--- config.mk ---
export PLATFORM = sky130hd
export DESIGN_NAME = nawsd_sqrt
export DESIGN_NICKNAME = d
export VERILOG_FILES = /design/src/rtl/core/nawsd_sqrt.sv
export SDC_FILE = /design/constraint.sdc
export NUM_CORES = 1
export LEC_CHECK = 0
export ABC_CLOCK_PERIOD_IN_PS = 2420
export BUFFER_PORTS_ARGS = -buffer_cell sky130_fd_sc_hd__buf_2
export CAP_MARGIN = 20
export CORE_UTILIZATION = 50
export DETAILED_ROUTE_END_ITERATION = 16
export PLACE_DENSITY_LB_ADDON = 0.12
export SYNTH_ARGS = -nofsm -noshare
export SYNTH_HDL_FRONTEND = slang
export SYNTH_SLANG_ARGS = --single-unit
--- constraint.sdc ---
create_clock -name clk -period 2.42 [get_ports clk]
set_clock_uncertainty 0.2 [all_clocks]
set_input_delay 0.121 -clock clk [delete_from_list [all_inputs] [get_ports clk]]
set_output_delay 0.121 -clock clk [all_outputs]
set_load 0.03 [all_outputs]
--- src/rtl/core/nawsd_sqrt.sv ---
// digit recurrence square root, one root bit per cycle, floored
module nawsd_sqrt #(
	parameter int IN_W = 48
) (
	input  logic              clk,
	input  logic              arst_n,
	input  logic              start,
	input  logic [IN_W-1:0]   val,
	output logic              done,
	output logic [IN_W/2-1:0] root
);

	localparam int HW = IN_W / 2;
	localparam int KW = $clog2(HW + 1);

	logic [HW+1:0]   rem_q;
	logic [HW-1:0]   root_q;
	logic [IN_W-1:0] val_q;
	logic [KW-1:0]   cnt_q;
	logic            busy_q;
	logic            done_q;
	logic [HW+3:0]   sh;
	logic [HW+3:0]   trial;
	logic [HW+3:0]   diff;

	assign sh    = {rem_q, val_q[IN_W-1:IN_W-2]};
	assign trial = {2'b00, root_q, 2'b01};
	assign diff  = sh - trial;

	always_ff @(posedge clk or negedge arst_n) begin
		if (!arst_n) begin
			busy_q <= 1'b0;
			done_q <= 1'b0;
			cnt_q  <= '0;
		end else if (start) begin
			busy_q <= 1'b1;
			done_q <= 1'b0;
			cnt_q  <= KW'(HW);
		end else if (busy_q) begin
			cnt_q <= cnt_q - 1'b1;
			if (cnt_q == KW'(1)) begin
				busy_q <= 1'b0;
				done_q <= 1'b1;
			end
		end else begin
			done_q <= 1'b0;
		end
	end

	always_ff @(posedge clk) begin
		if (start) begin
			rem_q  <= '0;
			root_q <= '0;
			val_q  <= val;
		end else if (busy_q) begin
			val_q <= {val_q[IN_W-3:0], 2'b00};
			if (sh >= trial) begin
				rem_q  <= diff[HW+1:0];
				root_q <= {root_q[HW-2:0], 1'b1};
			end else begin
				rem_q  <= sh[HW+1:0];
				root_q <= {root_q[HW-2:0], 1'b0};
			end
		end
	end

	assign done = done_q;
	assign root = root_q;

endmodule

# Word-level counts from Yosys, hierarchy flattened

Index checks and enable logic that the tools add are counted.

Magnitude comparators: 1
$mul: 0
Div/mod/pow operators: 0
Multiplexer cells: 12
Bitwise gates (word level): 0
Reduce and logical (&&, ||, !) cells: 1
Shift operators: 0
Equal/unequal tests: 2
Add/sub/neg operators: 2

Operators by type and width:

| kind                  | count |
|---|---|
| $mux W48              | 2 |
| $ge A28 B26 Y1        | 1 |
| $mux W26              | 1 |
| $sub A26 B26 Y26      | 1 |
| $mux W5               | 2 |
| $mux W1               | 7 |
| $eq A5 B1 Y1 const B  | 1 |
| $sub A5 B1 Y5 const B | 1 |
| $ne A3 B2 Y1 const B  | 1 |
| $reduce_bool A2 Y1    | 1 |

Bits in registers: 105
ROM bits: 0
Logic and storage cells: 24
Memories: 0
Latch bits: 0
RAM bits: 0
Output and inout bits: 25
Input bits: 51

# Longest topological paths before layout

Depth in word-level cells: 4
Gate-level depth with buffers: 12
Depth with buffers taken out: 10

# Worst setup path after synthesis

Ideal clock, no wire load.

Path kind: flip-flop to flip-flop
Start point: register root_q[9], in the netlist root[9]
End point: register rem_q[25]
Data required time: 2.086 ns
Arrival: 2.431 ns
Library setup time: 0.134 ns
Path slack: -0.345 ns
Stages on the path, launching flop included: 12
Clock period less this slack: 2.765 ns
Buffers on the path: 1
Path through: dfxtp_1 inv_1 ha_1 and4_1 buf_2 o21a_1 a211o_1 a21o_1 a2bb2oi_1 a21oi_2 mux2i_1 a41oi_1

Longest elaborated chain between the ends: 2
Elaborated cells on any way between the ends: 3
Classes of those cells: add/sub (1); order compare (1); mux (1)

Ends and longest elaborated chain:

| item                                               | line   | source |
|---|---|---|
| start: declaration                                 | 17     | `logic [HW-1:0] root_q;` |
| start signal: assignment                           | 59     | `root_q <= {root_q[HW-2:0], 1'b1};` |
| start signal: assignment                           | 62     | `root_q <= {root_q[HW-2:0], 1'b0};` |
| $sub A26 B26 Y26 or $ge A28 B26 Y1 (tied branches) | 28, 57 |  |
| $mux W26 *                                         | 57     | `if (sh >= trial) begin` |
| end signal: assignment                             | 58     | `rem_q <= diff[HW+1:0];` |
| end signal: assignment                             | 61     | `rem_q <= sh[HW+1:0];` |
| end: declaration                                   | 16     | `logic [HW+1:0] rem_q;` |

Mark *: on every way between the ends. The rest lies on a longest branch, timed or not.
A chain may end at the register's enable or synchronous reset.

# Worst setup path in the final report

Start point: register root_q[5], in the netlist root[5]
End point: register rem_q[14]

Same word-level chain as after synthesis.

==> impl_metrics.tcl <==
set metrics [dict create \
    status "finished with violations" \
    worst_setup_path_end_kind "flip-flop" \
    setup_violations 24 \
    cp-endpoint "rem_q[14]" \
    dieArea_um2 11900 \
    clk-insertion-delay-late_ps 370 \
    hpwl_mm 9.40 \
    required_ps 2490 \
    stdcell_count 921 \
    synthFlopType "dfxtp_1" \
    io_buffers 75 \
    drive_above_1_share_pct 48.5 \
    synth_edf_count 48 \
    nets 855 \
    postLayoutSetupSlackWorst_ps -129 \
    num_rows 38 \
    slew_violations 0 \
    ys_seq_area_share_pct 45.7 \
    avgRoutedWirePerCell_um 17.0 \
    worstRegToRegCells 10 \
    syn_inst 543 \
    yosysTopAreaCellShare_pct 25.2 \
    hold_slack_ps 323 \
    critPathLaunchType "flip-flop" \
    gp_congestion 0.876 \
    peakVddDrop_mv 0.845 \
    grt_pass1_vias 5110 \
    final_util_pct 78.6 \
    critPathArrivalTime_ps 2620 \
    ff2ff_setup_slack_ps -130 \
    finalHoldViolCount 0 \
    synth-seq-cells 105 \
    initial_utilization_pct 52.2 \
    grt_antenna_before_repair 0 \
    synth_area_leaders "edfxtp_1, dfxtp_1, mux2_2, mux2i_1, ha_1" \
    drt_first_pass_iters 5 \
    dp_cells 831 \
    tightest_slew_ps 523 \
    cts_root_buffer "clkbuf_16" \
    cp_max_fo 14 \
    synth_top_area_cell "edfxtp_1" \
    drv_cap 0 \
    fin_crit_sh_pct 105 \
    drt_iter0_markers 245 \
    gr-total-overflow 0 \
    clkTransAtPathRegs_ps 70 \
    die_y_um 109 \
    multi_input_area_um2 3440 \
    rsz0062_at_grt "yes" \
    r2r-end "rem_q[14]" \
    grt_pass1_wl_mm 24.5 \
    grtUsageTotal_pct 27.3 \
    io_pins 76 \
    n_fill_cell 681 \
    cts_htree_levels 3 \
    regArea_um2 2700 \
    syn2layout_area_growth_pct 50.7 \
    cts_made_buffers 9 \
    n_antenna_cell 0 \
    syn_avg_cell_area_um2 10.5 \
    maxSlewHeadroom_pct 65.2 \
    dp_slack_ps -168 \
    r2r-start "root[5]" \
    power_leakage_nw 3.80 \
    drc_errors 0 \
    viasPerCell 5.44 \
    yosysMostFrequentCell "nor2_1" \
    hold_path_class "reg2reg" \
    synth_warnings 0 \
    ant_nets 0 \
    setup_tns_ps -1620 \
    routed_wl_mm 15.7 \
    violations "setup timing" \
    synthArstFlopShare_pct 6.67 \
    crit_type "reg2reg" \
    period_needed_ps 2550 \
    synth_area_um2 5730 \
    syn-num-nets 622 \
    clockBufferDepth 2 \
    cts_sinks 105 \
    die_w_um 109 \
    tritoncts "done" \
    synth.distinct_cells 60 \
    core_area_um2 11000 \
    powerDensity_nw_per_um2 1190 \
    grt_max_degree 44 \
    via_count 5010 \
    max_freq_mhz 392 \
    synth_commonest_cells "nor2_1, dfxtp_1, edfxtp_1" \
    setup.worst_path.start "root[5]" \
]
-- kinds of logic after synthesis --
| logic type | Yosys count | share of synthesized area [%] |
|---|---|---|
| adder cells (fa/ha/maj) | 28 | 6.12 |
| XOR/XNOR | 27 | 4.13 |
| AND/OR/NAND/NOR | 132 | 11.3 |
| multiplexers | 84 | 15.7 |
| buffers and inverters | 59 | 4.43 |
| AO/OA/AOI/OAI | 108 | 12.6 |
| flip-flops | 105 | 45.7 |
-- registers in the layout, indices dropped and copies added, names as in the netlist --
signal  cells
val_q      48
done        1
rem_q      26
busy_q      1
cnt_q       5
root       24
-- worst min path at each step --
stage,from,end,slack (ps),cells past startpoint
6_report,rem_q[16],rem_q[16],320,2
3_5_place_dp,arst_n,cnt_q[1],-240,1
3_3_place_gp,arst_n,cnt_q[0],-240,1
4_1_cts,cnt_q[4],cnt_q[4],330,2
2_1_floorplan,arst_n,busy_q,-370,0
5_1_grt,rem_q[0],rem_q[0],350,2
-- final cells by class --
| type | count | area share (%) |
|---|---|---|
| clock buffer | 11 | 2.70 |
| clock inverter | 5 | 0.739 |
| sequential | 105 | 31.3 |
| inverter | 33 | 1.46 |
| multi-input combinational | 379 | 39.8 |
| timing repair buffer | 248 | 21.9 |
| tap | 140 | 2.03 |
-- report_power, final --
group          switching [mW]  total (mW)  internal, mW
sequential              0.237        2.41          2.17
clock                   0.704        1.52         0.815
combinational            2.92        6.38          3.46
total                    3.86        10.3          6.45
-- cells in the final DEF, fill, tap and decap left out, types with 5 or more instances in the layout --
cell           instances
inv_1                 17
dfxtp_4               19
buf_4                116
ha_4                  22
mux2i_1               34
edfxtp_1              48
nand2_1               30
a21oi_2                8
ha_1                   6
a211oi_1              10
xor2_1                11
dlygate4sd3_1         51
o21ai_1               15
nor2_1                50
dfrtp_1                6
buf_2                 74
dfxtp_2               11
a21oi_1               18
nor3_1                 8
buf_12                 5
xnor2_1               15
mux2_2                46
clkbuf_16              9
inv_2                 15
a21o_1                13
dfxtp_1               20
-- critical path: stages, from the launching register on --
cell and delay, ps:
dfxtp_4 350, inv_2 40, ha_4 230, a21o_1 210, nor3_1 260, a21o_1 220
o32a_4 180, nand3_4 130, buf_12 210, mux2i_4 190, a211oi_1 240
-- per-layer routing --
metal	GRT usage (%)	routed length, µm	vias to the layer above	share of wire [%]
li1	-	-	2420	-
met1	31.8	6480	2407	41
met2	47.7	8050	143	51
met3	6.16	682	40	4.4
met4	12.1	444	0	2.8
met5	0	0	-	0
-- per-stage QoR --
| stage | area [µm²] | total power [mW] |
|---|---|---|
| floorplan | 6040 | 5.74 |
| global placement | 7240 | 7.14 |
| detailed placement | 7240 | 7.26 |
| CTS | 8370 | 9.54 |
| global route | 8630 | 10.9 |
| finish | 8630 | 10.3 |
-- timing repair --
item / 4_1_cts / 5_1_grt
resized for setup: 50 / 48
buffers inserted: 12 / 10
hold buffers: 51 / 0
cloned: 1 / 0
pin swaps: 14 / 26
endpoints found under the hold margin: 56 / 0
setup endpoints to repair: 27 / 26
No activity file was read; power rests on OpenSTA's default activity.
