File: src/rtl/core/nawsd_cell.sv
// one column cell of the window chain: holds a column's count, sum and sum of squares
module nawsd_cell #(
	parameter int CNW = 4,
	parameter int CSW = 20,
	parameter int CQW = 36
) (
	input  logic                  clk,
	input  logic                  shift,
	input  logic [CNW-1:0]        in_n,
	input  logic signed [CSW-1:0] in_s,
	input  logic [CQW-1:0]        in_q,
	output logic [CNW-1:0]        out_n,
	output logic signed [CSW-1:0] out_s,
	output logic [CQW-1:0]        out_q
);

	logic [CNW-1:0]        n_q;
	logic signed [CSW-1:0] s_q;
	logic [CQW-1:0]        q_q;

	always_ff @(posedge clk) begin
		if (shift) begin
			n_q <= in_n;
			s_q <= in_s;
			q_q <= in_q;
		end
	end

	assign out_n = n_q;
	assign out_s = s_q;
	assign out_q = q_q;

endmodule

File: config.mk
export PLATFORM = sky130hd
export DESIGN_NAME = nawsd_cell
export DESIGN_NICKNAME = d
export VERILOG_FILES = /design/src/rtl/core/nawsd_cell.sv
export SDC_FILE = /design/constraint.sdc
export NUM_CORES = 1
export LEC_CHECK = 0
export ABC_AREA = 1
export BUFFER_PORTS_ARGS = -buffer_cell sky130_fd_sc_hd__clkbuf_2
export CORE_UTILIZATION = 36
export DETAILED_ROUTE_END_ITERATION = 12
export PLACE_DENSITY = 0.74
export SLEW_MARGIN = 20
export SYNTH_ARGS = -nofsm -noshare
export SYNTH_HDL_FRONTEND = slang
export SYNTH_SLANG_ARGS = --single-unit
File: constraint.sdc
create_clock -name clk -period 0.8 [get_ports clk]
set_input_delay 0.04 -clock clk [delete_from_list [all_inputs] [get_ports clk]]
set_output_delay 0.04 -clock clk [all_outputs]
set_load 0.05 [all_outputs]
After elaboration in Yosys (flattened, before gate mapping):

Cells that the tools add are included.

* input bits: 62
* register bits: 60

Depth between registers and ports, before layout:

Gate-level depths: netlist of run 1.

* depth in word-level cells: 0
* mapped depth: 0

Worst setup path after synthesis of run 1:

No wires, ideal clock.

* kind: reg-to-output
* start: register n_q[0] (netlist: out_n[0])
* end: output out_n[0]
* arrival: 601 ps
* required time: 760 ps
* stages on the path, launching flop included: 1
* slack: 159 ps
* buffers on the path: 0
* cells stage by stage: edfxtp_1

RTL lines
* from (decl): line 17 `logic [CNW-1:0] n_q;`
* from (signal assigned): line 23 `n_q <= in_n;`
* to (decl): line 12 `output logic [CNW-1:0] out_n,`

No word-level cell between the ends.

Worst setup path in the final report of run 1:

* start: register q_q[11] (netlist: out_q[11])
* end: output out_q[11]

RTL lines
* from (decl): line 19 `logic [CQW-1:0] q_q;`
* from (signal assigned): line 25 `q_q <= in_q;`
* to (decl): line 14 `output logic [CQW-1:0] out_q`

No word-level cell between the ends.

==> flow_metrics.py, run 1 <==
metrics = {
    "logic_synthesis": {
        "yosysMostFrequentCell": "edfxtp_1",
        "avgSynthCellArea_sq_um": 30.0,
        "syn-cell-area_sq_um": 1800,
        "synth_fp_nets": 122,
        "seq_area_frac_synth_pct": 100,
        "synth_edf_count": 60,
        "synth_top_area_share_pct": 100,
        "ys.flop_type": "edfxtp_1",
        "synth_warnings": 0,
        "ys_ff_latch": 60,
        "yosys.area.top_type": "edfxtp_1",
        "synth_commonest_cells": "edfxtp_1",
        "synthTopCellsByArea": "edfxtp_1",
        "synth_cells": 60,
        "ys_types": 1,
        "synthArstFlopShare_pct": 0,
    },
    "critical_path": {
        "crit_fanout": 1,
        "critPathTopFamily": "flip-flops",
        "crit_path_end_kind": "output port",
        "worstSetupPathType": "reg2out",
        "cp_cell_sequence": "buf_8",
        "crit_path_start_kind": "flop",
        "crit_buf_inv": 1,
        "slowest_delay_ns": 0.44,
        "crit_path_top_delay_cell": "edfxtp_1",
        "worstPathArrival_ns": 0.95,
        "cp_data_required_time_ns": 0.76,
    },
    "timing": {
        "fmax_mhz": 1010,
        "tightestPinTransition_ns": 0.169,
        "layout_setup_ws_ns": -0.194,
        "hold_viol": 0,
        "max-slew-margin-rel_pct": 88.8,
        "period_minus_slack_ns": 0.994,
        "fin_crit_sh_pct": 124,
        "rsz0062_at_grt": "true",
        "setup_viol": 60,
        "slew_violations": 0,
    },
    "global_route": {
        "grt_pass1_vias": 1529,
        "grt_util_met1_pct": 16.3,
        "antenna_found_initial": 0,
        "grt_use_met3_pct": 8.43,
        "grt_start_max_net_pins": 32,
        "grt_pass1_wl_um": 7110,
        "grt_util_all_layers_pct": 19.8,
        "gr-max-usage-layer": "met2",
        "overflow": 0,
        "met2_usage_pct": 37.9,
    },
    "final_layout": {
        "area_growth_pct": 115,
        "diodes": 0,
        "final_util_pct": 81.6,
        "multiInputCombCellCount": 0,
        "nets": 316,
        "drive_gt1_share_pct": 53.5,
        "multi_input_area_sq_um": 0,
    },
    "routing": {
        "num_vias": 1370,
        "postRouteAntennaNets": 0,
        "drt_first_pass_iters": 4,
        "dr.first_iter.drc_count": 48,
        "route.detailed.drc": 0,
        "avgViaCountPerCell": 4.22,
        "wirelength_um": 5090,
        "avgRoutedWirePerCell_um": 15.6,
    },
    "clock_tree": {
        "clock_path_buffers": 2,
        "cts_tree": "done",
        "cts_max_level": 3,
        "cts-root-buf": "clkbuf_8",
        "cts_sinks": 60,
        "clkTransAtPathRegs_ns": 0.07,
        "postCtsSetupBuffers": 0,
        "cts_buffers": 9,
    },
    "die": {
        "initial_utilization_pct": 37.9,
        "dieHeight_um": 72.7,
        "die_w_um": 72.7,
        "floorplan.rows": 25,
        "core_sq_um": 4750,
        "die_area_sq_um": 5290,
        "pin_count": 122,
    },
    "job": {
        "drv_cap": 0,
    },
    "placement": {
        "io_buffers": 121,
        "gp_congestion": 0.654,
    },
    "status": {
        "status": "finished with violations",
        "violations": "setup timing",
    },
    "power_and_ir_drop": {
        "power_density_nw_per_um2": 2230,
        "peakVddDrop_mv": 1.93,
        "p_leak_nw": 1.65,
        "p_total_mw": 8.66,
    },
    "hold_path": {
        "hp-class": "in2reg",
    },
}
==> metal layers <==
layer  up-vias  routed length [um]
met3        16                 403
met2        79                2890
met1       644                1640
met5         -                   0
li1        631                   -
met4         0                 161
==> registers in the layout (all words and copies together) (netlist names) <==
name,cells
out_n,4
out_q,36
out_s,20
==> path summary, 6_finish.rpt <==
kind  depth (start not counted)         to       from
min                           2   out_s[9]      shift
max                           1  out_q[11]  out_q[11]
==> cell families (layout without fill, tap and decap cells) <==
| group | count (synthesis) | after routing | share of synthesized area [%] |
|---|---|---|---|
| flops | 60 | 60 | 100 |
| buf+inv | 0 | 198 | 0 |
==> final cells by class <==
class | instances | area (sq um)
repair buffers | 183 | 1790
clock inverters | 6 | 80.1
well taps | 67 | 83.8
flip-flops and latches | 60 | 1800
fillers | 253 | 875
clock buffers | 9 | 124
==> placed cells by master (no fill, tap or decap) <==
master	n
clkbuf_8	54
bufinv_16	2
edfxtp_1	60
clkinv_2	4
clkbuf_2	61
dlygate4sd3_1	60
buf_12	2
buf_8	15
==> power breakdown <==
part	switching [mW]	internal (mW)
Clock	1.13	1.71
Combinational	1.11	0.852
Sequential	0.118	3.74
Total	2.35	6.31
==> metrics by stage <==
stage	setup TNS (ns)	area (sq um)	cells	worst slack, ns	hold slack, ns
6_report	-8.09	3880	325	-0.194	0.206
4_1_cts	-8.66	3860	325	-0.179	0.199
5_1_grt	-10.31	3880	325	-0.224	0.201
3_5_place_dp	0	2530	250	0.0778	0.219
2_1_floorplan	0	1800	60	0.159	0.139
3_3_place_gp	0	2530	250	0.0913	0.217
==> what timing repair did <==
action                                  CTS  global route
hold buffers                             60             0
endpoints found under the setup margin   60            60
resized for setup                       120            15
endpoints found under the hold margin    60             0
No activity file was read; power rests on OpenSTA's default activity.
==> inputs of run 2 (changes only) <==
--- a/config.mk
+++ b/config.mk
@@ -7,6 +7,7 @@
 export LEC_CHECK = 0
 export ABC_AREA = 1
 export BUFFER_PORTS_ARGS = -buffer_cell sky130_fd_sc_hd__clkbuf_2
+export CORE_ASPECT_RATIO = 0.8
 export CORE_UTILIZATION = 36
 export DETAILED_ROUTE_END_ITERATION = 12
 export PLACE_DENSITY = 0.74
==> flow_metrics.py, run 2 (synthesis gave the netlist of run 1 again) <==
metrics = {
    "timing": {
        "setup_viol": 60,
        "rsz0062_at_grt": "true",
        "hold_viol": 0,
        "slew_violations": 0,
        "period_minus_slack_ns": 1.00,
        "tightestPinTransition_ns": 0.173,
        "layout_setup_ws_ns": -0.203,
        "max-slew-margin-rel_pct": 88.4,
        "fmax_mhz": 997,
        "fin_crit_sh_pct": 125,
    },
    "final_layout": {
        "largest_reg_flops": 36,
        "finalNonFillerCells": 319,
        "final_common_cell": "clkbuf_2",
        "final_util_pct": 83.0,
        "final_cell_mix": "clkbuf_2, dlygate4sd3_1, edfxtp_1",
        "area_growth_pct": 117,
        "drive_gt1_share_pct": 52.9,
        "multiInputCombCellCount": 0,
        "diodes": 0,
        "multi_input_area_sq_um": 0,
        "fin_area_sq_um": 3910,
        "nets": 316,
    },
    "die": {
        "initial_utilization_pct": 38.3,
        "die_w_um": 81.1,
        "core_sq_um": 4710,
        "die_area_sq_um": 5290,
        "dieHeight_um": 65.3,
        "floorplan.rows": 22,
        "pin_count": 122,
    },
    "critical_path": {
        "cp_data_required_time_ns": 0.76,
        "crit_path_top_delay_cell": "edfxtp_1",
        "slowest_delay_ns": 0.44,
        "critPathTopFamily": "flip-flops",
        "crit_buf_inv": 1,
        "crit_end": "out_n[1]",
        "crit_path_end_kind": "output port",
        "cp_cell_sequence": "buf_8",
        "crit_path_start_kind": "flop",
        "setup.worst_path.start": "out_n[1]",
        "crit_cells": 1,
        "worstPathArrival_ns": 0.96,
        "worstSetupPathType": "reg2out",
        "crit_fanout": 1,
    },
    "global_route": {
        "overflow": 0,
        "grt_pass1_vias": 1490,
        "antenna_found_initial": 0,
        "grt_util_all_layers_pct": 21.9,
        "grt_pass1_wl_um": 7580,
        "grt_start_max_net_pins": 32,
    },
    "routing": {
        "num_vias": 1357,
        "avgRoutedWirePerCell_um": 16.8,
        "wirelength_um": 5350,
        "postRouteAntennaNets": 0,
        "dr.first_iter.drc_count": 47,
        "drt_first_pass_iters": 4,
        "avgViaCountPerCell": 4.25,
        "route.detailed.drc": 0,
    },
    "power_and_ir_drop": {
        "swShare_pct": 26.3,
        "peakVddDrop_mv": 1.69,
        "p_int_mw": 6.67,
        "p_seq_share_pct": 42.9,
        "clock_power_share_pct": 35.1,
        "p_sw_mw": 2.38,
        "p_total_mw": 9.05,
        "p_leak_nw": 1.66,
        "power_density_nw_per_um2": 2320,
        "pwr-share-comb_pct": 21.9,
    },
    "placement": {
        "io_buffers": 121,
        "gp_congestion": 0.635,
        "place_area_sq_um": 2520,
        "placed_cells": 243,
        "place_ws_ns": 0.0815,
    },
    "hold_path": {
        "hp-class": "in2reg",
    },
    "clock_tree": {
        "cts-root-buf": "clkbuf_8",
        "postCtsSetupBuffers": 0,
        "cts_buffers": 9,
        "clock_path_buffers": 2,
        "clkTransAtPathRegs_ns": 0.07,
        "cts_max_level": 3,
        "cts_tree": "done",
        "cts_sinks": 60,
    },
    "status": {
        "status": "finished with violations",
        "violations": "setup timing",
    },
    "job": {
        "drv_cap": 0,
    },
}
## run 2: cell count changes in the layout (fill, tap and decap cells not counted), sizes merged
cell / previous run / this run
bufinv: 2 / 3
clkbuf: 115 / 110
clkinv: 4 / 2
buf: 17 / 24
## run 2: repair_timing
item | CTS | global route
hold buffers | 60 | 0
resized for setup | 120 | 22
hold endpoints to repair | 60 | 0
endpoints found under the setup margin | 60 | 60
## run 2: worst min-delay path by stage
stage,cells after the start,endpoint,start,slack [ns]
after floorplan,0,out_n[0],in_n[0],0.14
after global placement,1,out_n[3],in_n[3],0.22
after detailed placement,1,out_q[1],in_q[1],0.22
after CTS,2,out_q[10],shift,0.18
after global routing,2,out_q[10],shift,0.20
final,2,out_s[2],shift,0.20
## run 2: power by group through the flow
stage                     clock network [mW]  registers, mW  logic [mW]
after floorplan                            0           4.74           0
after global placement                     0           3.86        1.32
after detailed placement                   0           3.87        1.32
after CTS                               3.21           3.85        1.91
after global routing                    3.39           3.90        2.04
final                                   3.18           3.88        1.98
## run 2: per-layer routing
metal / vias to the layer above / wire length, um / track usage [%]
met5: - / 0 / 0
met4: 0 / 111 / 10.9
met3: 10 / 585 / 10.1
met2: 97 / 2590 / 35.5
met1: 618 / 2070 / 24.1
li1: 632 / - / -
## run 2: layout make-up
class,instances,area (sq um)
Fill cell,205,800
Clock buffer,11,131
Tap cell,60,75.1
Timing Repair Buffer,183,1800
Clock inverter,5,100
Sequential cell,60,1800
## run 2: through the flow
step | hold slack [ns] | TNS [ns]
6_report | 0.201 | -8.76
5_1_grt | 0.199 | -11.02
4_1_cts | 0.185 | -9.30
3_5_place_dp | 0.219 | 0
3_3_place_gp | 0.217 | 0
2_1_floorplan | 0.139 | 0
