[src/rtl/core/nawsd_div.sv]
// restoring divider, one quotient bit per cycle
module nawsd_div #(
	parameter int NUM_W = 48,
	parameter int DEN_W = 16
) (
	input  logic             clk,
	input  logic             arst_n,
	input  logic             start,
	input  logic [NUM_W-1:0] num,
	input  logic [DEN_W-1:0] den,
	output logic             done,
	output logic [NUM_W-1:0] quo
);

	localparam int KW = $clog2(NUM_W + 1);

	logic [DEN_W-1:0] rem_q;
	logic [NUM_W-1:0] quo_q;
	logic [DEN_W-1:0] den_q;
	logic [KW-1:0]    cnt_q;
	logic             busy_q;
	logic             done_q;
	logic [DEN_W:0]   sh;
	logic [DEN_W:0]   diff;

	assign sh   = {rem_q, quo_q[NUM_W-1]};
	assign diff = sh - {1'b0, den_q};

	always_ff @(posedge clk or negedge arst_n) begin
		if (!arst_n) begin
			busy_q <= 1'b0;
			done_q <= 1'b0;
			cnt_q  <= '0;
		end else if (start) begin
			busy_q <= 1'b1;
			done_q <= 1'b0;
			cnt_q  <= KW'(NUM_W);
		end else if (busy_q) begin
			cnt_q <= cnt_q - 1'b1;
			if (cnt_q == KW'(1)) begin
				busy_q <= 1'b0;
				done_q <= 1'b1;
			end
		end else begin
			done_q <= 1'b0;
		end
	end

	always_ff @(posedge clk) begin
		if (start) begin
			rem_q <= '0;
			quo_q <= num;
			den_q <= den;
		end else if (busy_q) begin
			if (sh >= {1'b0, den_q}) begin
				rem_q <= diff[DEN_W-1:0];
				quo_q <= {quo_q[NUM_W-2:0], 1'b1};
			end else begin
				rem_q <= sh[DEN_W-1:0];
				quo_q <= {quo_q[NUM_W-2:0], 1'b0};
			end
		end
	end

	assign done = done_q;
	assign quo  = quo_q;

endmodule

[config.mk]
export PLATFORM = sky130hd
export DESIGN_NAME = nawsd_div
export DESIGN_NICKNAME = d
export VERILOG_FILES = /design/src/rtl/core/nawsd_div.sv
export SDC_FILE = /design/constraint.sdc
export NUM_CORES = 1
export LEC_CHECK = 0
export BUFFER_PORTS_ARGS = -buffer_cell sky130_fd_sc_hd__buf_2
export CORE_MARGIN = 2
export CORE_UTILIZATION = 55
export DETAILED_ROUTE_END_ITERATION = 10
export GPL_TIMING_DRIVEN = 1
export PLACE_DENSITY_LB_ADDON = 0.1
export RECOVER_POWER = 25
export SLEW_MARGIN = 20
export SYNTH_ARGS = -nofsm -noshare
export SYNTH_HDL_FRONTEND = slang
export SYNTH_SLANG_ARGS = --single-unit
[constraint.sdc]
create_clock -name clk -period 3.7 [get_ports clk]
set_input_delay 0.555 -clock clk [delete_from_list [all_inputs] [get_ports clk]]
set_output_delay 0.555 -clock clk [all_outputs]
set_load 0.05 [all_outputs]
* Word level (Yosys, flattened, before mapping)
Cells that the tools add are included. W data, S select, Z words.
Operators by class: reduce and logical (&&, ||, !) cells 1, order comparisons 1, eq/ne operators 2, multiplexer cells 12, $add $sub $neg 2
Operators by type and width (number):
- $mux W48 | 2
- $ge A17 B16 Y1 | 1
- $mux W16 | 1
- $sub A16 B16 Y16 | 1
- $mux W6 | 2
- $mux W1 | 7
- $eq A6 B1 Y1 const B | 1
- $sub A6 B1 Y6 const B | 1
- $ne A3 B2 Y1 const B | 1
- $reduce_bool A2 Y1 | 1
Storage, ports and cells: bits in registers 88, input port bits 67, output and inout bits 49

* Depth between registers and ports, before layout
Gate-level depths: netlist of the first run.
depth after elaboration 4, depth in mapped cells 11

* Worst setup path after synthesis of the first run
OpenSTA, ideal clock, no wires.
path kind register to register, start reg quo_q[47] (netlist: quo[47]), end reg rem_q[12], arrival 2424 ps, cell stages (with the launch flop) 12, setup time 86 ps, clock period less this slack 2509 ps, slack 1191 ps, data required time 3614 ps, buffers on the path 0, path through edfxtp_1 inv_1 ha_1 fa_1 nand2b_1 a21oi_1 or3_1 a21oi_1 o21bai_1 xor2_1 mux2i_1 a211oi_1
On the way: cells in the longest elaborated chain, start to end 2, elaborated cells on any way between the ends 3, those cells by class 1 x add/sub; 1 x order compare; 1 x mux
RTL lines:
- from (decl) | line 18 | logic [NUM_W-1:0] quo_q;
- from (signal assigned) | line 52 | quo_q <= num;
- from (signal assigned) | line 57 | quo_q <= {quo_q[NUM_W-2:0], 1'b1};
- from (signal assigned) | line 60 | quo_q <= {quo_q[NUM_W-2:0], 1'b0};
- $sub A16 B16 Y16 / $ge A17 B16 Y1 (equally long branches) | line 27, 55
- $mux W16 (*) | line 55 | if (sh >= {1'b0, den_q}) begin
- to (signal assigned) | line 56 | rem_q <= diff[DEN_W-1:0];
- to (signal assigned) | line 59 | rem_q <= sh[DEN_W-1:0];
- to (decl) | line 17 | logic [DEN_W-1:0] rem_q;
Every way passes the cells marked *; elsewhere a longest branch is shown, timed or not. A chain may end at the register's enable or synchronous reset.

* Worst setup path after layout of the first run
start reg den_q[4], end reg rem_q[15]
On the way: cells in the longest elaborated chain, start to end 2, elaborated cells on any way between the ends 3, those cells by class 1 x add/sub; 1 x order compare; 1 x mux
RTL lines:
- from (decl) | line 19 | logic [DEN_W-1:0] den_q;
- from (signal assigned) | line 53 | den_q <= den;
- $sub A16 B16 Y16 / $ge A17 B16 Y1 (equally long branches) | line 27, 55
- $mux W16 (*) | line 55
Marks and branches as above.

==> impl_results.md, run 1 <==
- Min Hold Slack: 0.1037 ns
- Residual DRC: 0
- Slowest-stage cell, CP: o31ai_4
- Status: finished, violations left
- Vias/cell: 5.348
- Yosys reg bits: 88
- Worst min path class: in2async
- Number of synthesized flops with an enable pin: 64
- Post-CTS Resized: 0
- CP max FO: 15
- Max rail drop VDD: 0.2516 mV
- GPL Wtd Cong: 0.9005
- Routed wire length: 8555 um
- Detailed-route via count: 3,102
- Reg area: 2442 um2
- Critical path launch point type: flip-flop
- Reg2reg setup slack: 0.97 ns
- Max_cap viols: 1
- CTS tree: built
- Root buf cell: clkbuf_8
- Syn. warnings: 0
- Worst r2r src: den_q[4]$_DFFE_PP_
- Initial Utilization: 0.5674
- Failing checks: capacitance limit, slew limit
- Clock-pin slew on the worst setup and hold paths: 0.09 ns
- Fraction of registers with async set or reset after synthesis: 0.09091
- Max incr delay on CP: 0.55 ns
- Pre-CTS WS: 0.9933 ns
- Fin crit share: 0.7381
- Critical path required time: 3.87 ns
- Most frequent cell after synthesis: edfxtp_1
- Port bufs: 115
- DR iter-0 viols: 159
- Critical path class: reg2reg
- Io pins: 116
- Synth-to-layout area growth: 18.84%
- Post-layout minimum cycle time: 2.731 ns
- Sequential-to-total area share from yosys stat: 0.5571
- Synthesized cell area: 4384 um2
- DP HPWL: 6033 um
- Final antenna-violating net count: 0
- Worst reg2reg endpoint: rem_q[15]$_SDFFE_PP0P_
- Pre-antenna DRT Iters: 4
- TNS Setup: 0 ns
- Floorplan core area: 7727 um2
- Pleak: 2.288 nW
- Initial antenna violation count: 0
- Worst-path cell chain: inv_1 -> ha_1 -> a21oi_1 -> nand2_1 -> o21ai_2 -> a31oi_1 -> o31ai_4 -> buf_4 -> mux2i_1 -> a211oi_2
- Slew margin rel.: -0.002481
- CP arrival: 2.90 ns
- Synth cell types: 47
- Num CTS Buffers: 9
- Number of global-route vias before repair: 3,081
- Average size of a mapped cell: 12.18 um2
- Dpl cell area: 5044 um2
- Area fraction of the dominant cell type after synthesis: 0.4384
- Multi-input gate area: 1787 um2
- Most frequent cells after synthesis: 64 x edfxtp_1, 47 x mux2_2, 37 x nor2_1
- Top post-synthesis cells by area: edfxtp_1 44%, mux2_2 12%, dfxtp_1 7.3%
- Final core utilization: 0.6742
- Avg WL per Cell: 14.75 um
- Worst r2r path cells: 10
- Worst Max-Slew Pin Slew: 1.504 ns
- Synthesized net count: 446
- # hold bufs at CTS: 0
- Fin worst setup slack: 0.9691 ns
- Post-CTS Repair Setup Buffers: 0
- Final hold vios: 0
- Final setup fails: 0
- Die Height: 93.28 um
- Max H-tree Level: 3
- F_max: 366.2 MHz
- Slew Viols, Final: 66
- Skew final: 0.01017 ns
- Fillers: 625
- First-pass GRT wire length: 13,900 um
- Share of cells above drive strength 1: 0.3870
- Num rows: 32
- Inserted Diodes: 0
- Total GRT Usage: 0.2043
- Nets: 559
- Synthesized instance count: 360
- Die ar.: 8701 um2
- Clock Path Buffers: 2
- Cell taking the most area after synthesis: edfxtp_1
- Power Dens Cells: 442.0 nW/um2
- Horiz. Die Dim: 93.28 um
- GRT overflow: 0
- RSZ-0062 raised after global routing: false
- CTS Sinks: 88
- Clock Latency Late Sink: 0.35 ns
- Largest net degree at the start of global routing: 67
- Critical Path Sink Type: flip-flop
- Final instance area: 5210 um2
- Dominant synthesized flop cell: edfxtp_1
-- through the flow --
step,cells,total power [W]
finish,580,0.002303
global route,580,0.002412
detailed placement,564,0.001736
global placement,564,0.001725
CTS,580,0.002326
floorplan,360,0.001603
-- layout make-up --
| type | count | share of cell area |
|---|---|---|
| tap | 102 | 0.02450 |
| multi-input combinational | 234 | 0.3429 |
| sequential | 88 | 0.4688 |
| clock buffer | 9 | 0.02378 |
| inverter | 21 | 0.01513 |
| timing repair buffer | 119 | 0.1160 |
| clock inverter | 7 | 0.008886 |
-- worst max-delay path, delay by kind of cell, from the launching register on --
| kind | cells | cell delay (ns) |
|---|---|---|
| compound gates | 5 | 1.18 |
| fa+ha+maj | 1 | 0.34 |
| buf+inv | 2 | 0.37 |
| flops | 1 | 0.34 |
| mux | 1 | 0.25 |
| simple gates | 1 | 0.09 |
-- cells in the final DEF, fill, tap and decap left out, types with 3 or more instances in the layout --
| cell type | instances |
|---|---|
| buf_2 | 113 |
| edfxtp_1 | 64 |
| mux2_2 | 47 |
| nor2_1 | 37 |
| a21oi_1 | 25 |
| inv_1 | 21 |
| ha_1 | 18 |
| nand2_1 | 17 |
| dfxtp_1 | 16 |
| a211oi_1 | 14 |
| xor2_1 | 9 |
| clkbuf_8 | 9 |
| o21ai_0 | 8 |
| xnor2_1 | 8 |
| dfrtp_1 | 8 |
| nand2b_1 | 7 |
| mux2i_1 | 6 |
| clkinvlp_4 | 4 |
| buf_4 | 4 |
| a21o_1 | 3 |
| nand4_1 | 3 |
| a31oi_1 | 3 |
-- where the power goes --
group          internal, W  switching [W]  total (W)
combinational     0.000172       0.000338   0.000510
sequential         0.00115      0.0000492    0.00120
clock             0.000242       0.000348   0.000589
-- flip-flops by register name, indices dropped and copies added, names as in the netlist --
name and cells:
quo 48, cnt_q 6, rem_q 16, busy_q 1, done 1, den_q 16
-- routing by layer --
metal,share of wire,vias to the layer above,global-route usage
li1,-,1532,-
met1,0.44,1482,0.2694
met2,0.48,79,0.3147
met3,0.069,9,0.06285
met4,0.016,0,0.08456
met5,0,-,0
-- cells by family after synthesis --
family	share of synthesized area
flops	0.5571
simple gates	0.07905
compound gates	0.1042
mux	0.1344
buf+inv	0.03539
fa+ha+maj	0.05594
xor+xnor	0.03396
-- worst max path at each step --
stage,start,to,slack [ns],cells after the start
after floorplan,quo[47]$_DFFE_PP_,rem_q[12]$_SDFFE_PP0P_,1.19,11
after global placement,den_q[2]$_DFFE_PP_,rem_q[15]$_SDFFE_PP0P_,1.09,10
after detailed placement,den_q[4]$_DFFE_PP_,rem_q[15]$_SDFFE_PP0P_,0.99,10
after CTS,den_q[4]$_DFFE_PP_,rem_q[15]$_SDFFE_PP0P_,0.99,10
after global routing,den_q[4]$_DFFE_PP_,rem_q[15]$_SDFFE_PP0P_,0.74,10
final,den_q[4]$_DFFE_PP_,rem_q[15]$_SDFFE_PP0P_,0.97,10
Power figures use the tool's default switching activity.
==> run 2, diff against run 1 <==
--- a/config.mk
+++ b/config.mk
@@ -7,7 +7,7 @@
 export LEC_CHECK = 0
 export BUFFER_PORTS_ARGS = -buffer_cell sky130_fd_sc_hd__buf_2
 export CORE_MARGIN = 2
-export CORE_UTILIZATION = 55
+export CORE_UTILIZATION = 48
 export DETAILED_ROUTE_END_ITERATION = 10
 export GPL_TIMING_DRIVEN = 1
 export PLACE_DENSITY_LB_ADDON = 0.1
==> constraint.sdc (replaced) <==
create_clock -name clk -period 2.3 [get_ports clk]
set_input_delay 0.345 -clock clk [delete_from_list [all_inputs] [get_ports clk]]
set_output_delay 0.345 -clock clk [all_outputs]
set_load 0.05 [all_outputs]
==> impl_results.md, run 2 (synthesized netlist as in run 1, its figures left out) <==
- Status: completed
- Die ar.: 9914 um2 (+14%)
- Min Hold Slack: 0.1601 ns (+0.05642 ns)
- Horiz. Die Dim: 99.57 um (+6.7%)
- GR peak layer: met2
- Initial Utilization: 0.4979 (-0.06949)
- Io pins: 116 (unchanged)
- Inserted Diodes: 0 (unchanged)
- Clock Latency Late Sink: 0.36 ns (about the same)
- Power Dens Cells: 680.8 nW/um2 (+54%)
- Critical path class: reg2reg
- Die Height: 99.57 um (+6.7%)
- Num CTS Buffers: 9 (unchanged)
- Synth-to-layout area growth: 26.20%
- Nets: 576 (+3.0%)
- DR iter-0 viols: 119 (-25%)
- Worst-path cell chain: inv_1 -> ha_4 -> a21oi_4 -> nand2_2 -> o21ai_4 -> a31oi_4 -> o31ai_4 -> buf_6 -> buf_4 -> buf_4 -> o21ai_0
- Worst min path class: in2reg
- Final instance area: 5533 um2 (+6.2%)
- Critical Path Sink Type: flip-flop
- Most frequent cells in the layout: 113 x buf_2, 64 x edfxtp_1, 47 x mux2_2
- Slowest-stage cell, CP: edfxtp_1
- Number of global-route vias before repair: 3,101 (+0.65%)
- Floorplan core area: 8806 um2 (+14%)
- CP arrival: 2.38 ns (-0.52 ns)
- Port bufs: 115 (unchanged)
- Multi-input gate area: 1958 um2 (+9.6%)
- Fin crit share: 0.9978 (+0.2597)
- Reg area: 2442 um2 (unchanged)
- First-pass GRT wire length: 14,210 um (+2.2%)
- Slew margin rel.: 0.5640 (+0.5664)
- Share of cells above drive strength 1: 0.4424 (+0.05539)
- CP max FO: 5 (-10)
- GRT overflow: 0 (unchanged)
- Skew final: 0.01247 ns (+0.002306 ns)
- CTS Sinks: 88 (unchanged)
- Residual DRC: 0 (unchanged)
- Max rail drop VDD: 0.5042 mV (+100%)
- Critical path required time: 2.39 ns (-1.48 ns)
- F_max: 435.7 MHz (+19%)
- Detailed-route via count: 3,133 (+1.0%)
- CTS tree: built
- Vias/cell: 5.196 (-2.9%)
- Initial antenna violation count: 0 (unchanged)
- Pre-antenna DRT Iters: 4 (unchanged)
- Post-layout minimum cycle time: 2.295 ns (-0.4359 ns)
- Global-route track usage on met3: 0.05833 (-0.004525)
- Cell mode on critical path: buf_4
- Final antenna-violating net count: 0 (unchanged)
- Routed wire length: 9032 um (+5.6%)
- Root buf cell: clkbuf_8
- Met1 usage: 0.2253 (-0.04416)
- Pleak: 2.376 nW (+3.8%)
- Max incr delay on CP: 0.38 ns (-0.17 ns)
- Num rows: 34 (+6.3%)
- Clock Path Buffers: 2 (unchanged)
- Max H-tree Level: 3 (unchanged)
- Dpl cell area: 5139 um2 (+1.9%)
- Largest net degree at the start of global routing: 91 (+36%)
- Max reg flops: 48 (unchanged)
- Most common cell after layout, fill and taps aside: buf_2
- Max_cap viols: 0 (-1)
- Met2 usage: 0.2879 (-0.02681)
- GPL Wtd Cong: 0.8252 (-8.4%)
- Final setup fails: 0 (unchanged)
- Slew Viols, Final: 0 (-100%)
- Worst Max-Slew Pin Slew: 0.6541 ns (-0.8497 ns)
- Final hold vios: 0 (unchanged)
- Clock-pin slew on the worst setup and hold paths: 0.09 ns (about the same)
- DP HPWL: 5944 um (-1.5%)
- Total GRT Usage: 0.1787 (-0.02553)
- Fillers: 743 (+19%)
- Critical path launch point type: flip-flop
- RSZ-0062 raised after global routing: true
- Avg WL per Cell: 14.98 um (+1.5%)
[run 2: worst paths after layout]
kind | cells past startpoint | to | start | slack [ns]
hold / removal | 1 | den_q[5]$_DFFE_PP_ | den[5] | 0.16
setup / recovery | 11 | quo[0]$_DFFE_PP_ | den_q[4]$_DFFE_PP_ | 0.005
min in group asynchronous | 2 | cnt_q[3]$_DFFE_PN0P_ | arst_n | 0.42
max in group asynchronous | 2 | cnt_q[1]$_DFFE_PN0P_ | arst_n | 1.57
setup reg to reg | 11 | quo[0]$_DFFE_PP_ | den_q[4]$_DFFE_PP_ | 0.005
hold reg to reg | 2 | rem_q[4]$_SDFFE_PP0P_ | rem_q[4]$_SDFFE_PP0P_ | 0.51
[run 2: cell type report]
type / instances / area share
clock buffers: 11 / 0.02374
inverters: 21 / 0.01425
clock inverters: 5 / 0.006106
multi-input cells: 234 / 0.3539
repair buffers: 136 / 0.1361
well taps: 108 / 0.02442
flip-flops and latches: 88 / 0.4414
[run 2: stage by stage]
stage	worst slack [ns]	utilization	setup TNS, ns	power (W)	cells
final	0.005033	0.6283	0	0.003767	603
after global routing	-0.05313	0.6283	-0.3421	0.003944	603
after CTS	0.001456	0.6039	0	0.003772	593
after detailed placement	0.02950	0.5835	0	0.002809	576
after global placement	0.09878	0.5835	0	0.002796	576
after floorplan	-0.09354	-	-0.7032	0.002588	360
[run 2: report_power, final]
group | internal, W | switching (W)
Combinational | 0.000314 | 0.000566
Clock | 0.000392 | 0.000559
Sequential | 0.00186 | 0.0000792
[run 2: worst max-delay path: cells and delay by family (launching register included)]
| kind | cells | cell delay (ns) |
|---|---|---|
| flip-flops | 1 | 0.38 |
| AND/OR/NAND/NOR | 1 | 0.08 |
| adder cells (fa/ha/maj) | 1 | 0.23 |
| AO/OA/AOI/OAI | 5 | 0.85 |
| buffers and inverters | 4 | 0.49 |
[run 2: metal layers]
layer	part of all wire	wire (um)
met1	0.44	3930
met2	0.48	4354
met3	0.067	603
met4	0.016	144
met5	0	0
[run 2: repair_timing]
item / 4_1_cts / 5_1_grt
pin swaps: 0 / 15
gates resized for setup: 1 / 26
endpoints found under the hold margin: 8 / 0
hold buffers: 1 / 0
setup endpoints to repair: 1 / 16
setup buffers: 0 / 10
==> run 3, diff against run 2 <==
--- a/config.mk
+++ b/config.mk
@@ -6,8 +6,10 @@
 export NUM_CORES = 1
 export LEC_CHECK = 0
 export BUFFER_PORTS_ARGS = -buffer_cell sky130_fd_sc_hd__buf_2
+export CELL_PAD_IN_SITES_DETAIL_PLACEMENT = 1
+export CELL_PAD_IN_SITES_GLOBAL_PLACEMENT = 1
 export CORE_MARGIN = 2
-export CORE_UTILIZATION = 48
+export CORE_UTILIZATION = 45
 export DETAILED_ROUTE_END_ITERATION = 10
 export GPL_TIMING_DRIVEN = 1
 export PLACE_DENSITY_LB_ADDON = 0.1
==> constraint.sdc (replaced) <==
create_clock -name clk -period 2.7 [get_ports clk]
set_input_delay 0.405 -clock clk [delete_from_list [all_inputs] [get_ports clk]]
set_output_delay 0.405 -clock clk [all_outputs]
set_load 0.05 [all_outputs]
==> impl_results.md, run 3 (synthesized netlist as in run 1, its figures left out) <==
- Worst r2r path cells: 11 (unchanged)
- Pleak: 2.435 nW (+2.5%)
- Num rows: 36 (+5.9%)
- Clock-pin slew on the worst setup and hold paths: 0.09 ns (about the same)
- CTS tree: built
- Most frequent cells in the layout: 113 x buf_2, 64 x edfxtp_1, 47 x mux2_2
- Worst min path class: in2reg
- Num CTS Buffers: 9 (unchanged)
- Share of cells above drive strength 1: 0.4201 (-0.02231)
- Comb pwr share: 0.231 (-0.003)
- Fin crit share: 0.9117 (-0.08609)
- Most common cell after layout, fill and taps aside: buf_2
- Min Hold Slack: 0.2061 ns (+0.04597 ns)
- Die Height: 102.7 um (+3.1%)
- Switching Fraction: 0.3264 (+0.006745)
- CP arrival: 2.72 ns (+0.34 ns)
- Critical path launch point type: flip-flop
- Total GRT Usage: 0.2075 (+0.02873)
- Vias/cell: 5.155 (-0.79%)
- DP HPWL: 7512 um (+26%)
- RSZ-0062 raised after global routing: false
- Residual DRC: 0 (unchanged)
- Avg WL per Cell: 16.25 um (+8.5%)
- Inserted Diodes: 0 (unchanged)
- Root buf cell: clkbuf_8
- Number of global-route vias before repair: 3,515 (+13%)
- Final setup fails: 0 (unchanged)
- Final hold vios: 0 (unchanged)
- CTS Sinks: 88 (unchanged)
- Final core utilization: 0.5720 (-0.05632)
- Max H-tree Level: 3 (unchanged)
- Critical path class: reg2reg
- Initial antenna violation count: 0 (unchanged)
- Worst hold stages: 1 (unchanged)
- Post-layout minimum cycle time: 2.462 ns (+0.1667 ns)
- GPL Wtd Cong: 0.8491 (+2.9%)
- GRT overflow: 0 (unchanged)
- Worst-path cell chain: inv_1 -> ha_1 -> buf_4 -> o21ai_0 -> a21oi_2 -> or3_1 -> a21oi_2 -> o21ai_0 -> a21oi_1 -> xor2_1 -> o31ai_1
- CP max FO: 3 (-2)
- Net Sw Power: 0.001052 W (-13%)
- Pre-antenna DRT Iters: 4 (unchanged)
- Power Dens Cells: 587.3 nW/um2 (-14%)
- Max reg flops: 48 (unchanged)
- Status: completed
- Initial Utilization: 0.4570 (-0.04090)
- Routed wire length: 10,400 um (+15%)
- Floorplan core area: 9594 um2 (+9.0%)
- Critical Path Sink Type: flip-flop
- First-pass GRT wire length: 16,860 um (+19%)
- Slowest-stage cell, CP: edfxtp_1
- Slew Viols, Final: 0 (unchanged)
- Detailed-route via count: 3,299 (+5.3%)
- Io pins: 116 (unchanged)
- P_int: 0.002171 W (-15%)
- Finished Layout Cells: 640 (+6.1%)
- TNS Setup: 0 ns (unchanged)
- Port bufs: 115 (unchanged)
- Largest net degree at the start of global routing: 47 (-48%)
- Skew final: 0.01128 ns (-0.001193 ns)
- Max incr delay on CP: 0.37 ns (about the same)
- Final antenna-violating net count: 0 (unchanged)
- Clock Path Buffers: 2 (unchanged)
- Max_cap viols: 0 (unchanged)
- Clk network pwr share: 0.256 (+0.003)
- Die ar.: 10,550 um2 (+6.4%)
- Critical path required time: 2.96 ns (+0.57 ns)
- Clock Latency Late Sink: 0.37 ns (about the same)
- Part of the power in registers: 0.513 (about the same)
- Synth-to-layout area growth: 25.17%
- Horiz. Die Dim: 102.7 um (+3.1%)
- Dpl cell area: 5283 um2 (+2.8%)
- Placed insts: 620 (+7.6%)
- Nets: 588 (+2.1%)
- F_max: 406.2 MHz (-6.8%)
- Worst Max-Slew Pin Slew: 1.115 ns (+0.4607 ns)
- Final instance area: 5488 um2 (-0.81%)
- Slew margin rel.: 0.2568 (-0.3072)
- Max rail drop VDD: 0.3367 mV (-33%)
- DR iter-0 viols: 57 (-52%)
[run 3: cell types whose count changed in the layout (fill, tap and decap cells not counted), sizes merged]
cell / change
clkbuf: +1
buf: +9
o31ai: +1
inv: +1
[run 3: layer usage]
layer	track usage	vias up	wire, um
met1	0.2462	1616	4323
met2	0.3550	79	5253
met3	0.06780	10	702
met4	0.07077	0	121
met5	0	-	0
li1	-	1594	-
[run 3: power groups by stage]
stage / logic, W / clock network, W / registers [W]
global placement: 0.000726 / 0 / 0.00167
CTS: 0.000751 / 0.000850 / 0.00165
detailed placement: 0.000743 / 0 / 0.00168
finish: 0.000744 / 0.000826 / 0.00165
floorplan: 0.000251 / 0 / 0.00195
global route: 0.000802 / 0.000897 / 0.00167
[run 3: worst max-delay path: cells and delay by family (launching register included)]
kind            cells  cell delay (ns)
compound gates      6             1.04
simple gates        1             0.35
fa+ha+maj           1             0.26
flops               1             0.37
buf+inv             2             0.22
xor+xnor            1             0.10
[run 3: final timing paths]
check | startpoint | endpoint | slack, ns
max | den_q[3]$_DFFE_PP_ | rem_q[14]$_SDFFE_PP0P_ | 0.24
min | den[12] | den_q[12]$_DFFE_PP_ | 0.21
max reg2reg | den_q[3]$_DFFE_PP_ | rem_q[14]$_SDFFE_PP0P_ | 0.24
min reg2reg | done$_DFFE_PN0P_ | done$_DFFE_PN0P_ | 0.50
max in group asynchronous | arst_n | cnt_q[1]$_DFFE_PN0P_ | 1.92
min in group asynchronous | arst_n | done$_DFFE_PN0P_ | 0.47
[run 3: final cells by class]
class / count / area [um2]
multi-input combinational: 235 / 1815
clock buffer: 10 / 127.6
timing repair buffer: 147 / 822.0
tap: 133 / 166.4
inverter: 21 / 78.83
sequential: 88 / 2442
clock inverter: 6 / 35.03
fill: 1059 / 4106
[run 3: what timing repair did]
item                                    in CTS  in global routing
pin swaps                                    1                  0
endpoints found under the setup margin      10                  1
setup buffers                                2                  0
hold buffers                                 1                  0
cloned                                       1                  0
endpoints found under the hold margin        8                  0
resized for setup                            1                  2
[run 3: metrics by stage]
step | setup WS, ns | power (W)
after floorplan | 0.1908 | 0.002197
after global placement | -0.0002653 | 0.002399
after detailed placement | -0.1614 | 0.002423
after CTS | 0.1034 | 0.003256
after global routing | 0.03005 | 0.003367
final | 0.2383 | 0.003223
